File: config.mk
export PLATFORM = sky130hd
export DESIGN_NAME = encoder_multiturn_velocity_top_flat
export DESIGN_NICKNAME = d
export VERILOG_FILES = /design/src/rtl/emv_pkg.sv /design/src/rtl/emv_if.sv /design/src/rtl/emv_mul.sv /design/src/rtl/emv_datapath.sv /design/src/rtl/emv_ctrl.sv /design/src/rtl/encoder_multiturn_velocity_top.sv /design/src/flat_wrapper.sv
export SDC_FILE = /design/constraint.sdc
export NUM_CORES = 2
export LEC_CHECK = 0
export ABC_AREA = 0
export BUFFER_PORTS_ARGS = -buffer_cell sky130_fd_sc_hd__buf_4
export CAP_MARGIN = 20
export CORE_UTILIZATION = 50
export DETAILED_ROUTE_END_ITERATION = 6
export HOLD_SLACK_MARGIN = 0.15
export PLACE_DENSITY = 0.69
export SYNTH_ARGS = -nofsm -noshare
export SYNTH_HDL_FRONTEND = slang
export SYNTH_HIERARCHICAL = 1
export SYNTH_SLANG_ARGS = --single-unit
File: constraint.sdc
create_clock -name clk -period 13.1 [get_ports clk]
set_input_delay 2.62 -clock clk [delete_from_list [all_inputs] [get_ports clk]]
set_output_delay 2.62 -clock clk [all_outputs]
set_load 0.03 [all_outputs]
File: src/rtl/emv_pkg.sv
// package for the multi-turn encoder unwrap and velocity block
// shared widths, reset values, register indexes, controller states and command types
// no dependencies
package emv_pkg;

  // default encoder geometry
  localparam int ENCODER_BITS_DEF = 20;
  localparam int TURN_BITS_DEF    = 12;

  // fixed result widths
  localparam int POS_W = 32;
  localparam int VEL_W = 38;

  // configuration registers
  localparam int RATE_W     = 18;
  localparam int ALPHA_W    = 16;
  localparam int CFG_DATA_W = RATE_W;
  localparam int CFG_IDX_W  = 2;

  localparam logic [CFG_IDX_W-1:0] CFG_IDX_SAMPLE_RATE  = CFG_IDX_W'(0);
  localparam logic [CFG_IDX_W-1:0] CFG_IDX_FILTER_ALPHA = CFG_IDX_W'(1);

  localparam logic [RATE_W-1:0]  RATE_RESET  = RATE_W'(10000);
  localparam logic [ALPHA_W-1:0] ALPHA_RESET = '0;

  // filter arithmetic: (old - new) is split into a low unsigned and a high signed part
  localparam int DIFF_W    = VEL_W + 1;
  localparam int DLO_W     = 20;
  localparam int DHI_W     = DIFF_W - DLO_W;
  localparam int PHI_SHIFT = DLO_W - ALPHA_W;
  localparam int MUL_B_W   = RATE_W + 1;

  // controller states
  typedef enum logic [2:0] {
    S_IDLE,
    S_MULV,
    S_DIFF,
    S_MULLO,
    S_MULHI,
    S_SUM,
    S_DONE
  } state_t;

  // multiplier operand select
  typedef enum logic [1:0] {
    MUL_VEL,
    MUL_LO,
    MUL_HI
  } mul_sel_t;

  // controller to datapath commands
  typedef struct packed {
    logic     in_ready;
    logic     take_sample;
    logic     take_home;
    logic     mul_en;
    mul_sel_t mul_sel;
    logic     diff_en;
    logic     lo_en;
    logic     sum_en;
    logic     load_out;
  } ctrl_cmd_t;

  // datapath to controller status
  typedef struct packed {
    logic primed;
    logic out_free;
  } ctrl_sts_t;

endpackage

File: src/rtl/emv_if.sv
// request channel interfaces for the multi-turn encoder block
// sample/home requests in, position and velocity results out; depends on emv_pkg
interface emv_in_if #(
  parameter int ENCODER_BITS = emv_pkg::ENCODER_BITS_DEF
);
  logic                    valid;
  logic                    ready;
  logic                    command;
  logic [ENCODER_BITS-1:0] raw_position;

  modport source (output valid, output command, output raw_position, input ready);
  modport sink   (input valid, input command, input raw_position, output ready);
endinterface

interface emv_out_if;
  logic                               valid;
  logic                               ready;
  logic signed [emv_pkg::POS_W-1:0]   position_counts;
  logic signed [emv_pkg::POS_W-1:0]   angle_from_home;
  logic signed [emv_pkg::VEL_W-1:0]   velocity_raw;
  logic signed [emv_pkg::VEL_W-1:0]   velocity_filtered;

  modport source (output valid, output position_counts, output angle_from_home,
                  output velocity_raw, output velocity_filtered, input ready);
  modport sink   (input valid, input position_counts, input angle_from_home,
                  input velocity_raw, input velocity_filtered, output ready);
endinterface

File: src/rtl/emv_mul.sv
// registered signed multiplier shared by the velocity and filter steps
// depends on nothing
module emv_mul #(
  parameter int A_W = 21,
  parameter int B_W = 19
) (
  input  logic                   clk,
  input  logic                   en,
  input  logic signed [A_W-1:0]  a,
  input  logic signed [B_W-1:0]  b,
  output logic signed [A_W+B_W-1:0] p
);

  logic signed [A_W+B_W-1:0] prod_r;
  logic signed [A_W+B_W-1:0] prod_nxt;

  // full precision product
  always_comb begin
    prod_nxt = (A_W+B_W)'(a) * (A_W+B_W)'(b);
  end

  always_ff @(posedge clk) begin
    if (en) begin
      prod_r <= prod_nxt;
    end
  end

  assign p = prod_r;

endmodule

File: src/rtl/emv_datapath.sv
// datapath: unwrap, turn count, home, config registers, filter arithmetic, result register
// depends on emv_pkg and emv_mul
module emv_datapath #(
  parameter int ENCODER_BITS = emv_pkg::ENCODER_BITS_DEF,
  parameter int TURN_BITS    = emv_pkg::TURN_BITS_DEF
) (
  input  logic                                clk,
  input  logic                                rst_n,
  input  emv_pkg::ctrl_cmd_t                  cmd,
  output emv_pkg::ctrl_sts_t                  sts,
  input  logic [ENCODER_BITS-1:0]             raw_position,
  input  logic                                cfg_wr_en,
  input  logic [emv_pkg::CFG_IDX_W-1:0]       cfg_index,
  input  logic [emv_pkg::CFG_DATA_W-1:0]      cfg_wdata,
  output logic                                out_valid,
  input  logic                                out_ready,
  output logic signed [emv_pkg::POS_W-1:0]    position_counts,
  output logic signed [emv_pkg::POS_W-1:0]    angle_from_home,
  output logic signed [emv_pkg::VEL_W-1:0]    velocity_raw,
  output logic signed [emv_pkg::VEL_W-1:0]    velocity_filtered
);

  localparam int POS_W     = emv_pkg::POS_W;
  localparam int VEL_W     = emv_pkg::VEL_W;
  localparam int DIFF_W    = emv_pkg::DIFF_W;
  localparam int DLO_W     = emv_pkg::DLO_W;
  localparam int ALPHA_W   = emv_pkg::ALPHA_W;
  localparam int PHI_SHIFT = emv_pkg::PHI_SHIFT;
  localparam int MUL_B_W   = emv_pkg::MUL_B_W;
  localparam int MUL_A_W   = (ENCODER_BITS + 1 > DLO_W + 1) ? ENCODER_BITS + 1 : DLO_W + 1;
  localparam int PROD_W    = MUL_A_W + MUL_B_W;

  localparam logic signed [ENCODER_BITS:0] HALF = (ENCODER_BITS+1)'(1) << (ENCODER_BITS - 1);
  localparam logic signed [ENCODER_BITS:0] FULL = (ENCODER_BITS+1)'(1) << ENCODER_BITS;

  // state
  logic [ENCODER_BITS-1:0]          prev_r;
  logic [ENCODER_BITS-1:0]          home_r;
  logic [TURN_BITS-1:0]             turn_r;
  logic                             primed_r;
  logic signed [VEL_W-1:0]          smooth_r;
  logic [emv_pkg::RATE_W-1:0]       rate_r;
  logic [ALPHA_W-1:0]               alpha_r;

  // working registers
  logic signed [ENCODER_BITS:0]     step_r;
  logic signed [DIFF_W-1:0]         diff_r;
  logic [DLO_W-1:0]                 plo_r;
  logic signed [VEL_W-1:0]          vel_raw_r;
  logic signed [VEL_W-1:0]          vel_filt_r;

  // result register
  logic                             out_valid_r;
  logic signed [POS_W-1:0]          pos_out_r;
  logic signed [POS_W-1:0]          rel_out_r;
  logic signed [VEL_W-1:0]          vraw_out_r;
  logic signed [VEL_W-1:0]          vfilt_out_r;

  logic signed [ENCODER_BITS:0]     step_raw;
  logic                             wrap_dn;
  logic                             wrap_up;
  logic signed [ENCODER_BITS:0]     step_nxt;
  logic [TURN_BITS-1:0]             turn_nxt;
  logic signed [MUL_A_W-1:0]        mul_a;
  logic signed [MUL_B_W-1:0]        mul_b;
  logic signed [PROD_W-1:0]         prod;
  logic signed [DIFF_W-1:0]         diff_nxt;
  logic [VEL_W-1:0]                 filt_nxt;
  logic [POS_W-1:0]                 pos_nxt;
  logic [POS_W-1:0]                 rel_nxt;

  // unwrap: a step beyond half a revolution crossed the index
  always_comb begin
    step_raw = $signed({1'b0, raw_position}) - $signed({1'b0, prev_r});
    wrap_dn  = step_raw > HALF;
    wrap_up  = step_raw < -HALF;
    if (wrap_dn) begin
      step_nxt = step_raw - FULL;
      turn_nxt = turn_r - TURN_BITS'(1);
    end else if (wrap_up) begin
      step_nxt = step_raw + FULL;
      turn_nxt = turn_r + TURN_BITS'(1);
    end else begin
      step_nxt = step_raw;
      turn_nxt = turn_r;
    end
  end

  // shared multiplier operands
  always_comb begin
    case (cmd.mul_sel)
      emv_pkg::MUL_VEL: begin
        mul_a = MUL_A_W'(step_r);
        mul_b = $signed({1'b0, rate_r});
      end
      emv_pkg::MUL_LO: begin
        mul_a = $signed(MUL_A_W'(diff_r[DLO_W-1:0]));
        mul_b = $signed(MUL_B_W'(alpha_r));
      end
      emv_pkg::MUL_HI: begin
        mul_a = MUL_A_W'($signed(diff_r[DIFF_W-1:DLO_W]));
        mul_b = $signed(MUL_B_W'(alpha_r));
      end
      default: begin
        mul_a = '0;
        mul_b = '0;
      end
    endcase
  end

  emv_mul #(
    .A_W (MUL_A_W),
    .B_W (MUL_B_W)
  ) u_emv_mul (
    .clk (clk),
    .en  (cmd.mul_en),
    .a   (mul_a),
    .b   (mul_b),
    .p   (prod)
  );

  // filter: new + floor(((old - new) * alpha) / 2^16), all modulo 2^38
  always_comb begin
    diff_nxt = DIFF_W'(smooth_r) - DIFF_W'($signed(prod[VEL_W-1:0]));
    filt_nxt = VEL_W'(vel_raw_r)
             + {prod[VEL_W-PHI_SHIFT-1:0], {PHI_SHIFT{1'b0}}}
             + VEL_W'(plo_r);
  end

  // multi-turn position and offset from home
  always_comb begin
    pos_nxt = POS_W'(prev_r) + (POS_W'($signed(turn_r)) << ENCODER_BITS);
    rel_nxt = pos_nxt - POS_W'(home_r);
  end

  // state and configuration registers
  always_ff @(posedge clk) begin
    if (!rst_n) begin
      prev_r      <= '0;
      home_r      <= '0;
      turn_r      <= '0;
      primed_r    <= 1'b0;
      smooth_r    <= '0;
      rate_r      <= emv_pkg::RATE_RESET;
      alpha_r     <= emv_pkg::ALPHA_RESET;
      out_valid_r <= 1'b0;
    end else begin
      if (cfg_wr_en) begin
        case (cfg_index)
          emv_pkg::CFG_IDX_SAMPLE_RATE:  rate_r  <= cfg_wdata;
          emv_pkg::CFG_IDX_FILTER_ALPHA: alpha_r <= cfg_wdata[ALPHA_W-1:0];
          default: ;
        endcase
      end
      if (cmd.take_home) begin
        turn_r <= '0;
        home_r <= prev_r;
      end
      if (cmd.take_sample) begin
        prev_r   <= raw_position;
        primed_r <= 1'b1;
        if (primed_r) begin
          turn_r <= turn_nxt;
        end
      end
      if (cmd.sum_en) begin
        smooth_r <= $signed(filt_nxt);
      end
      if (cmd.load_out) begin
        out_valid_r <= 1'b1;
      end else if (out_ready) begin
        out_valid_r <= 1'b0;
      end
    end
  end

  // working and result payload registers
  always_ff @(posedge clk) begin
    if (cmd.take_sample) begin
      step_r <= step_nxt;
      if (!primed_r) begin
        vel_raw_r  <= '0;
        vel_filt_r <= '0;
      end
    end
    if (cmd.diff_en) begin
      vel_raw_r <= $signed(prod[VEL_W-1:0]);
      diff_r    <= diff_nxt;
    end
    if (cmd.lo_en) begin
      plo_r <= prod[DLO_W+ALPHA_W-1:ALPHA_W];
    end
    if (cmd.sum_en) begin
      vel_filt_r <= $signed(filt_nxt);
    end
    if (cmd.load_out) begin
      pos_out_r   <= $signed(pos_nxt);
      rel_out_r   <= $signed(rel_nxt);
      vraw_out_r  <= vel_raw_r;
      vfilt_out_r <= vel_filt_r;
    end
  end

  assign sts.primed   = primed_r;
  assign sts.out_free = !out_valid_r || out_ready;

  assign out_valid         = out_valid_r;
  assign position_counts   = pos_out_r;
  assign angle_from_home   = rel_out_r;
  assign velocity_raw      = vraw_out_r;
  assign velocity_filtered = vfilt_out_r;

endmodule

File: src/rtl/emv_ctrl.sv
// controller: sequences one sample through the shared multiplier and the result register
// depends on emv_pkg
module emv_ctrl (
  input  logic               clk,
  input  logic               rst_n,
  input  logic               in_valid,
  input  logic               in_command,
  input  emv_pkg::ctrl_sts_t sts,
  output emv_pkg::ctrl_cmd_t cmd
);

  emv_pkg::state_t state_r;
  emv_pkg::state_t state_nxt;

  always_ff @(posedge clk) begin
    if (!rst_n) begin
      state_r <= emv_pkg::S_IDLE;
    end else begin
      state_r <= state_nxt;
    end
  end

  // next state
  always_comb begin
    state_nxt = state_r;
    case (state_r)
      emv_pkg::S_IDLE: begin
        if (in_valid && !in_command) begin
          state_nxt = sts.primed ? emv_pkg::S_MULV : emv_pkg::S_DONE;
        end
      end
      emv_pkg::S_MULV:  state_nxt = emv_pkg::S_DIFF;
      emv_pkg::S_DIFF:  state_nxt = emv_pkg::S_MULLO;
      emv_pkg::S_MULLO: state_nxt = emv_pkg::S_MULHI;
      emv_pkg::S_MULHI: state_nxt = emv_pkg::S_SUM;
      emv_pkg::S_SUM:   state_nxt = emv_pkg::S_DONE;
      emv_pkg::S_DONE: begin
        if (sts.out_free) begin
          state_nxt = emv_pkg::S_IDLE;
        end
      end
      default: state_nxt = emv_pkg::S_IDLE;
    endcase
  end

  // datapath commands
  always_comb begin
    cmd = '0;
    cmd.mul_sel = emv_pkg::MUL_VEL;
    case (state_r)
      emv_pkg::S_IDLE: begin
        cmd.in_ready    = 1'b1;
        cmd.take_sample = in_valid && !in_command;
        cmd.take_home   = in_valid && in_command;
      end
      emv_pkg::S_MULV: begin
        cmd.mul_en  = 1'b1;
        cmd.mul_sel = emv_pkg::MUL_VEL;
      end
      emv_pkg::S_DIFF: begin
        cmd.diff_en = 1'b1;
      end
      emv_pkg::S_MULLO: begin
        cmd.mul_en  = 1'b1;
        cmd.mul_sel = emv_pkg::MUL_LO;
      end
      emv_pkg::S_MULHI: begin
        cmd.mul_en  = 1'b1;
        cmd.mul_sel = emv_pkg::MUL_HI;
        cmd.lo_en   = 1'b1;
      end
      emv_pkg::S_SUM: begin
        cmd.sum_en = 1'b1;
      end
      emv_pkg::S_DONE: begin
        cmd.load_out = sts.out_free;
      end
      default: ;
    endcase
  end

endmodule

File: src/rtl/encoder_multiturn_velocity_top.sv
// Multi-turn absolute encoder unwrap with raw and IIR-filtered velocity. A sample request
// (command 0) is unwrapped against the previous sample, updates the turn count and yields one
// result: multi-turn position, position minus home, step times sample rate and the filtered
// velocity; a home request (command 1) clears the turn count, stores the last sample as home
// and yields no result. A sample occupies the block from accept to the next ready (the first
// sample after reset only primes the state, skips the multiply steps and reports zero
// velocity); the single shared registered multiplier, 21x19 at default widths, is used in turn
// for the velocity and the two halves of the filter product. A finished result
// sits in an output register, so the next request is taken while it waits; a result that is
// not yet taken holds back only the following one. Configuration writes go straight to their
// registers and must be made while the block is idle.
module encoder_multiturn_velocity_top #(
  parameter int ENCODER_BITS = emv_pkg::ENCODER_BITS_DEF,
  parameter int TURN_BITS    = emv_pkg::TURN_BITS_DEF
) (
  input  logic                           clk,
  input  logic                           rst_n,
  emv_in_if.sink                         in_ch,
  emv_out_if.source                      out_ch,
  input  logic                           cfg_wr_en,
  input  logic [emv_pkg::CFG_IDX_W-1:0]  cfg_index,
  input  logic [emv_pkg::CFG_DATA_W-1:0] cfg_wdata
);

  emv_pkg::ctrl_cmd_t cmd;
  emv_pkg::ctrl_sts_t sts;

  // sequencer
  emv_ctrl u_emv_ctrl (
    .clk        (clk),
    .rst_n      (rst_n),
    .in_valid   (in_ch.valid),
    .in_command (in_ch.command),
    .sts        (sts),
    .cmd        (cmd)
  );

  // arithmetic and state
  emv_datapath #(
    .ENCODER_BITS (ENCODER_BITS),
    .TURN_BITS    (TURN_BITS)
  ) u_emv_datapath (
    .clk               (clk),
    .rst_n             (rst_n),
    .cmd               (cmd),
    .sts               (sts),
    .raw_position      (in_ch.raw_position),
    .cfg_wr_en         (cfg_wr_en),
    .cfg_index         (cfg_index),
    .cfg_wdata         (cfg_wdata),
    .out_valid         (out_ch.valid),
    .out_ready         (out_ch.ready),
    .position_counts   (out_ch.position_counts),
    .angle_from_home   (out_ch.angle_from_home),
    .velocity_raw      (out_ch.velocity_raw),
    .velocity_filtered (out_ch.velocity_filtered)
  );

  assign in_ch.ready = cmd.in_ready;

endmodule

File: src/flat_wrapper.sv
// flat-port wrapper written by rule: the top's interface ports become plain ports
module encoder_multiturn_velocity_top_flat 
#(
  parameter int ENCODER_BITS = emv_pkg::ENCODER_BITS_DEF,
  parameter int TURN_BITS    = emv_pkg::TURN_BITS_DEF
)
  (clk, rst_n, cfg_wr_en, cfg_index, cfg_wdata, in_ch_valid, in_ch_command, in_ch_raw_position, in_ch_ready, out_ch_valid, out_ch_position_counts, out_ch_angle_from_home, out_ch_velocity_raw, out_ch_velocity_filtered, out_ch_ready);
  emv_in_if #(.ENCODER_BITS(ENCODER_BITS)) in_ch_i ();
  emv_out_if out_ch_i ();
  input  logic clk;
  input  logic rst_n;
  input  logic cfg_wr_en;
  input  logic [emv_pkg::CFG_IDX_W-1:0] cfg_index;
  input  logic [emv_pkg::CFG_DATA_W-1:0] cfg_wdata;
  input wire logic [$bits(in_ch_i.valid)-1:0] in_ch_valid;
  input wire logic [$bits(in_ch_i.command)-1:0] in_ch_command;
  input wire logic [$bits(in_ch_i.raw_position)-1:0] in_ch_raw_position;
  output wire logic [$bits(in_ch_i.ready)-1:0] in_ch_ready;
  output wire logic [$bits(out_ch_i.valid)-1:0] out_ch_valid;
  output wire logic [$bits(out_ch_i.position_counts)-1:0] out_ch_position_counts;
  output wire logic [$bits(out_ch_i.angle_from_home)-1:0] out_ch_angle_from_home;
  output wire logic [$bits(out_ch_i.velocity_raw)-1:0] out_ch_velocity_raw;
  output wire logic [$bits(out_ch_i.velocity_filtered)-1:0] out_ch_velocity_filtered;
  input wire logic [$bits(out_ch_i.ready)-1:0] out_ch_ready;
  assign in_ch_i.valid = in_ch_valid;
  assign in_ch_i.command = in_ch_command;
  assign in_ch_i.raw_position = in_ch_raw_position;
  assign in_ch_ready = in_ch_i.ready;
  assign out_ch_valid = out_ch_i.valid;
  assign out_ch_position_counts = out_ch_i.position_counts;
  assign out_ch_angle_from_home = out_ch_i.angle_from_home;
  assign out_ch_velocity_raw = out_ch_i.velocity_raw;
  assign out_ch_velocity_filtered = out_ch_i.velocity_filtered;
  assign out_ch_i.ready = out_ch_ready;
  encoder_multiturn_velocity_top #(.ENCODER_BITS(ENCODER_BITS), .TURN_BITS(TURN_BITS)) u_core (.clk(clk), .rst_n(rst_n), .in_ch(in_ch_i), .out_ch(out_ch_i), .cfg_wr_en(cfg_wr_en), .cfg_index(cfg_index), .cfg_wdata(cfg_wdata));
endmodule
==> Word-level counts from Yosys, hierarchy flattened <==
Index checks and enable logic that the tools add are counted.
Widths: inputs -> output; s select.
{ "word_totals": {"mem_bits_ro": 0, "mem_count": 0, "input_bits": 46, "wordCells": 88, "ff_bits": 463, "ram_bits": 0, "output_inout_bits": 142, "latchBits": 0} }
{ "op_classes": {"div_mod_pow": 0, "magnitude_cmp": 2, "muxes": 25, "reduce_logical": 17, "n_eq_ne": 14, "n_mul": 1, "addsub": 10, "shift": 0, "n_bitwise": 0} }
{ "ops": {"columns": ["cell", "n"], "rows": [
  ["$mux 38", 4],
  ["$pmux 21 s3", 1],
  ["$mux 12", 5],
  ["$mux 21", 2],
  ["$sub 38x38->39", 1],
  ["$add 38x20->38", 1],
  ["$add 38x38->38", 1],
  ["$mul 21x19->38", 1],
  ["$pmux 18 s2", 1],
  ["$add 20x32->32", 1],
  ["$sub 32x20->32", 1],
  ["$add 21x21->21 const B", 1],
  ["$gt 21x21->1 const B", 1],
  ["$lt 21x20->1 const B", 1],
  ["$pmux 3 s7", 1],
  ["$sub 20x20->21", 1],
  ["$sub 21x21->21 const B", 1],
  ["$add 12x1->12 const B", 1],
  ["$mux 3", 4],
  ["$sub 12x1->12 const B", 1],
  ["$reduce_and 2->1", 5],
  ["$eq 3x3->1 const B", 3],
  ["$pmux 3 s3", 1],
  ["$eq 3x2->1 const B", 2],
  ["14 further kinds", 27]
]} }

==> Depth between registers and ports, before layout <==
{ "depth": {"depth_word": 6, "ltp_mapped": 35, "ltp_nobuf": 29} }

==> Cells and area by module <==
The synthesis kept the hierarchy.
{ "by_module_without_submodules": {"columns": ["mod", "seq_area_each_um2", "area_per_inst_um2", "cells_each", "instances"], "rows": [
  ["emv_datapath", 11410.9, 22008.6, 2020, 1],
  ["emv_mul", 1201.2, 16067.9, 1678, 1],
  ["emv_ctrl", 60.1, 247.7, 31, 1]
]} }

==> Worst setup path before layout <==
Ideal clock, no wire load.
{ "synth_path": {"path_type": "register to register", "start": "register u_core.u_emv_ctrl.state_r[1]", "end": "register, netlist name u_core/u_emv_datapath/u_emv_mul/p[39]", "t_required_ns": 12.831, "stages_incl_launch_ff": 32, "setup_ns": 0.269, "synth_period_minus_slack_ns": 8.898, "path_buffers": 6, "path_slack_ns": 4.202, "arrival_ns": 8.630, "cell_sequence": "dfxtp_1 -> buf_2 -> nand2b_1 -> nor2_1 -> buf_4 -> ha_1 -> clkbuf_1 -> buf_1 -> nand2_1 -> a21oi_1 -> clkbuf_1 -> clkbuf_1 -> nand2_1 -> fa_1 -> inv_1 -> fa_1 -> inv_1 -> fa_1 -> fa_1 -> inv_1 -> fa_1 -> inv_1 -> fa_1 -> inv_1 -> ha_1 -> ha_1 -> and2_1 -> a221o_1 -> a31oi_4 -> a211oi_1 -> o211ai_2 -> o211ai_2"} }
{ "synth_rtl": {"columns": ["item", "line", "rtl"], "rows": [
  ["start: declaration", "emv_ctrl.sv:12", "emv_pkg::state_t state_r;"],
  ["start signal: assignment", "emv_ctrl.sv:17", "state_r <= emv_pkg::S_IDLE;"],
  ["start signal: assignment", "emv_ctrl.sv:19", "state_r <= state_nxt;"]
]} }

==> Worst setup path in the final report <==
{ "layout_path": {"start": "register u_core.u_emv_ctrl.state_r[1]", "end": "register u_core.u_emv_datapath.u_emv_mul.prod_r[37] (netlist: u_core/u_emv_datapath/u_emv_mul/p[37]) (data pin)"} }
{ "layout_between": {"elab_chain_cells": 6, "word_cells_on_any_way": 11, "classes_between": "mul (1); eq/ne (5); mux (3); reduce/logical (2)"} }
{ "layout_rtl": {"columns": ["item", "line", "rtl"], "rows": [
  ["$eq 3x3->1, or another cell as far along", "emv_ctrl.sv:50", "case (state_r)"],
  ["$pmux 3 s3 (*)", "emv_ctrl.sv:50", null],
  ["$eq 2x2->1 / $eq 2x1->1 (equally long branches)", "emv_datapath.sv:91", "case (cmd.mul_sel)"],
  ["$reduce_or 2->1 (no source line)", null, null],
  ["$pmux 18 s2 (*)", "emv_datapath.sv:91", null],
  ["via u_core.u_emv_datapath.mul_b[2]", "emv_datapath.sv:65", "logic signed [MUL_B_W-1:0] mul_b;"],
  ["$mul 21x19->38 (*)", "emv_mul.sv:19", "prod_nxt = (A_W+B_W)'(a) * (A_W+B_W)'(b);"],
  ["via u_core.u_emv_datapath.u_emv_mul.prod_nxt[37]", "emv_mul.sv:15", "logic signed [A_W+B_W-1:0] prod_nxt;"],
  ["end signal: assignment", "emv_mul.sv:24", "prod_r <= prod_nxt;"],
  ["end: declaration", "emv_mul.sv:14", "logic signed [A_W+B_W-1:0] prod_r;"]
]} }
The timed path passes the listed nets; every way through them passes the cells marked *.
A chain may end at the register's enable or synchronous reset.

==> flow_metrics.py <==
metrics = {
    "sta": {
        "timing.fmax_mhz": 111,
        "timing.slew.headroom_pct": 23.0,
        "finalHoldViolCount": 0,
        "min_period_over_period_pct": 69.0,
        "tightest_slew_ns": 1.15,
        "finalSetupTns_ns": 0,
        "report.final.setup_viol": 0,
        "worst_clock_skew_ns": 0.0438,
        "post-route-min-period_ns": 9.04,
        "grt_setup_unrepaired": "false",
        "drv_slew": 0,
    },
    "min_path": {
        "timing.hold.worst.start": "u_core/u_emv_datapath/vel_filt_r[22]",
        "hold_path_class": "flop to flop",
        "worstHoldPathCells": 0,
        "whs_endpoint": "u_core/u_emv_datapath/velocity_filtered[22]",
    },
    "final_layout": {
        "fillerInstances": 6375,
        "fin_util_pct": 56.3,
        "layout-area-overhead-vs-synth_pct": 11.2,
        "drive_gt1_share_pct": 9.87,
        "final_net_count": 4547,
    },
    "drt": {
        "postRouteWirelength_um": 93200,
        "postRouteAntennaNets": 0,
        "dr.max_layer_used": "met4",
        "routed-wl-met2_um": 43000,
        "vias_per_cell": 5.52,
        "drc_errors": 0,
        "dr.pass1.iters": 7,
        "dr_total_vias": 26649,
        "wl_per_cell_um": 19.3,
        "first_iter_violations": 1826,
        "routedLengthMet1_um": 42200,
        "met3RoutedLength_um": 5980,
    },
    "cts": {
        "htree_levels": 2,
        "cts.path.max_buffers": 3,
        "ctsRootBufferMaster": "sky130_fd_sc_hd__clkbuf_16",
        "postCtsResizedCells": 0,
        "worst_skew_pair.late_latency_ns": 0.62,
        "path_clk_slew_ns": 0.06,
        "post-cts-setup-buffer-count": 0,
        "cts_tree": "built",
        "post_cts_hold_buffer_count": 0,
        "numClockSinks": 463,
        "num_cts_buffers": 51,
    },
    "synthesis": {
        "netlist_area_mm2": 0.0378,
        "avgSynthCellArea_um2": 10.3,
        "netlist_instances": 3678,
        "yosysWarningCount": 6,
    },
    "setup_path": {
        "worst-endpoint-required_ns": 13.43,
        "register_to_register_path_depth": 26,
        "max_stage_delay_ns": 0.86,
        "crit_family": "adder cells",
        "timing.rr.start": "u_core/u_emv_ctrl/state_r[1]",
        "critPathMaxFanout": 22,
        "timing.critical_path.to_type": "flop",
        "worstSetupStartpointType": "flop",
        "timing.reg2reg.setup_slack_ns": 4.06,
        "worst_path_max_delay_cell": "sky130_fd_sc_hd__nor2_2",
        "worst-endpoint-arrival_ns": 9.37,
        "regToRegEndpoint": "u_core/u_emv_datapath/u_emv_mul/p[37]",
        "timing.setup.critical_path_class": "flop to flop",
        "critical-path-top-cell-by-count": "sky130_fd_sc_hd__fa_1",
        "critical_path_cell_count": 26,
        "critical_path.n_buffers_inverters": 4,
    },
    "run_status": {
        "status": "finished clean",
    },
    "place": {
        "buffers_added_on_ports": 187,
        "place.detailed.hpwl_um": 70600,
        "globalplace.congestion": 0.898,
    },
    "flow_run": {
        "max_cap_viol_count": 0,
    },
    "global_routing": {
        "grt_pass1_vias": 26623,
        "grt_max_degree": 97,
        "gr-usage-all-layers_pct": 24.3,
        "grt_pass1_wl_um": 148000,
        "grt_antenna_before_repair": 1,
        "gr-total-overflow": 0,
    },
    "floorplan": {
        "die_area_mm2": 0.0768,
        "row_count": 100,
        "ioPinCount": 188,
        "placeableCoreArea_mm2": 0.0747,
        "height_of_the_die_um": 277,
        "die_width_um": 277,
        "start_util_pct": 50.7,
    },
}
==> layout by cell type, fill, tap and decap left out, types with 18 or more instances in the layout <==
master,n
sky130_fd_sc_hd__dfxtp_1,129
sky130_fd_sc_hd__nand2b_1,37
sky130_fd_sc_hd__and3_1,24
sky130_fd_sc_hd__nor2_2,21
sky130_fd_sc_hd__a211oi_1,27
sky130_fd_sc_hd__ha_1,263
sky130_fd_sc_hd__nor2b_1,26
sky130_fd_sc_hd__a21o_1,67
sky130_fd_sc_hd__o21a_1,34
sky130_fd_sc_hd__buf_4,228
sky130_fd_sc_hd__mux2i_1,58
sky130_fd_sc_hd__fa_1,418
sky130_fd_sc_hd__a222oi_1,18
sky130_fd_sc_hd__a22oi_1,20
sky130_fd_sc_hd__nor2_1,166
sky130_fd_sc_hd__nand3_1,34
sky130_fd_sc_hd__edfxtp_1,334
sky130_fd_sc_hd__nor3_1,36
sky130_fd_sc_hd__inv_1,576
sky130_fd_sc_hd__xor2_1,42
sky130_fd_sc_hd__nand2_1,366
sky130_fd_sc_hd__o21ai_0,80
sky130_fd_sc_hd__and2_1,243
sky130_fd_sc_hd__xnor2_1,74
sky130_fd_sc_hd__clkbuf_16,54
sky130_fd_sc_hd__nand4_1,20
sky130_fd_sc_hd__o21bai_1,18
sky130_fd_sc_hd__a21oi_1,165
==> registers in the layout (all words and copies together) (netlist names) <==
register / cells
u_core/u_emv_datapath/step_r: 21
u_core/u_emv_datapath/home_r: 20
u_core/u_emv_datapath/smooth_r: 38
u_core/u_emv_datapath/primed_r: 1
u_core/u_emv_ctrl/state_r: 3
u_core/u_emv_datapath/out_valid: 1
u_core/u_emv_datapath/position_counts: 32
u_core/u_emv_datapath/velocity_filtered: 38
u_core/u_emv_datapath/turn_r: 12
u_core/u_emv_datapath/alpha_r: 16
u_core/u_emv_datapath/velocity_raw: 38
u_core/u_emv_datapath/plo_r: 20
u_core/u_emv_datapath/prev_r: 20
u_core/u_emv_datapath/u_emv_mul/p: 38
u_core/u_emv_datapath/angle_from_home: 32
u_core/u_emv_datapath/vel_filt_r: 38
u_core/u_emv_datapath/diff_r: 39
u_core/u_emv_datapath/rate_r: 18
u_core/u_emv_datapath/vel_raw_r: 38
==> worst max-delay path by stage <==
stage                                            endpoint  slack (ns)                         start
CTS                 u_core/u_emv_datapath/u_emv_mul/p[37]        4.00  u_core/u_emv_ctrl/state_r[1]
finish              u_core/u_emv_datapath/u_emv_mul/p[37]        4.06  u_core/u_emv_ctrl/state_r[1]
global route        u_core/u_emv_datapath/u_emv_mul/p[37]        3.55  u_core/u_emv_ctrl/state_r[1]
global placement    u_core/u_emv_datapath/u_emv_mul/p[37]        3.53  u_core/u_emv_ctrl/state_r[2]
floorplan           u_core/u_emv_datapath/u_emv_mul/p[37]        4.32  u_core/u_emv_ctrl/state_r[1]
detailed placement  u_core/u_emv_datapath/u_emv_mul/p[37]        4.03  u_core/u_emv_ctrl/state_r[1]
==> worst register-to-register path, delay by kind of cell, from the launching register on <==
| family | cells | cell delay, ns |
|---|---|---|
| AO/OA/AOI/OAI | 9 | 1.59 |
| adder cells (fa/ha/maj) | 9 | 4.37 |
| buffers and inverters | 4 | 0.78 |
| flip-flops | 1 | 0.50 |
| AND/OR/NAND/NOR | 4 | 1.55 |
==> layout make-up <==
class                   count  area, um2  share of cell area (%)
well taps                 969       1210                    2.88
clock buffers              67       1390                    3.30
repair buffers            231       1770                    4.20
diodes                      1       2.50                 0.00595
inverters                 578       2170                    5.16
multi-input cells        2495      22600                    53.7
clock inverters            28        330                   0.785
flip-flops and latches    463      12600                    30.0
==> per-stage QoR <==
stage / instances / instance area (um2) / hold slack, ns / worst slack [ns]
after floorplan: 3685 / 37900 / 0.400 / 4.32
after global placement: 4733 / 40300 / 0.403 / 3.53
after detailed placement: 4734 / 40300 / 0.405 / 4.03
after CTS: 4829 / 42000 / 0.418 / 4.00
after global routing: 4832 / 42100 / 0.422 / 3.55
final: 4832 / 42100 / 0.417 / 4.06
==> routing by layer <==
layer  vias up  global-route usage [%]
met5         -                       0
met4         0                    5.58
met3       133                    3.72
met2       802                    39.4
met1     13292                    34.4
li1      12422                       -
Power is left out: the tool's default activity adds up to more than one toggle a clock period on the data nets, which glitch-free logic cannot reach.
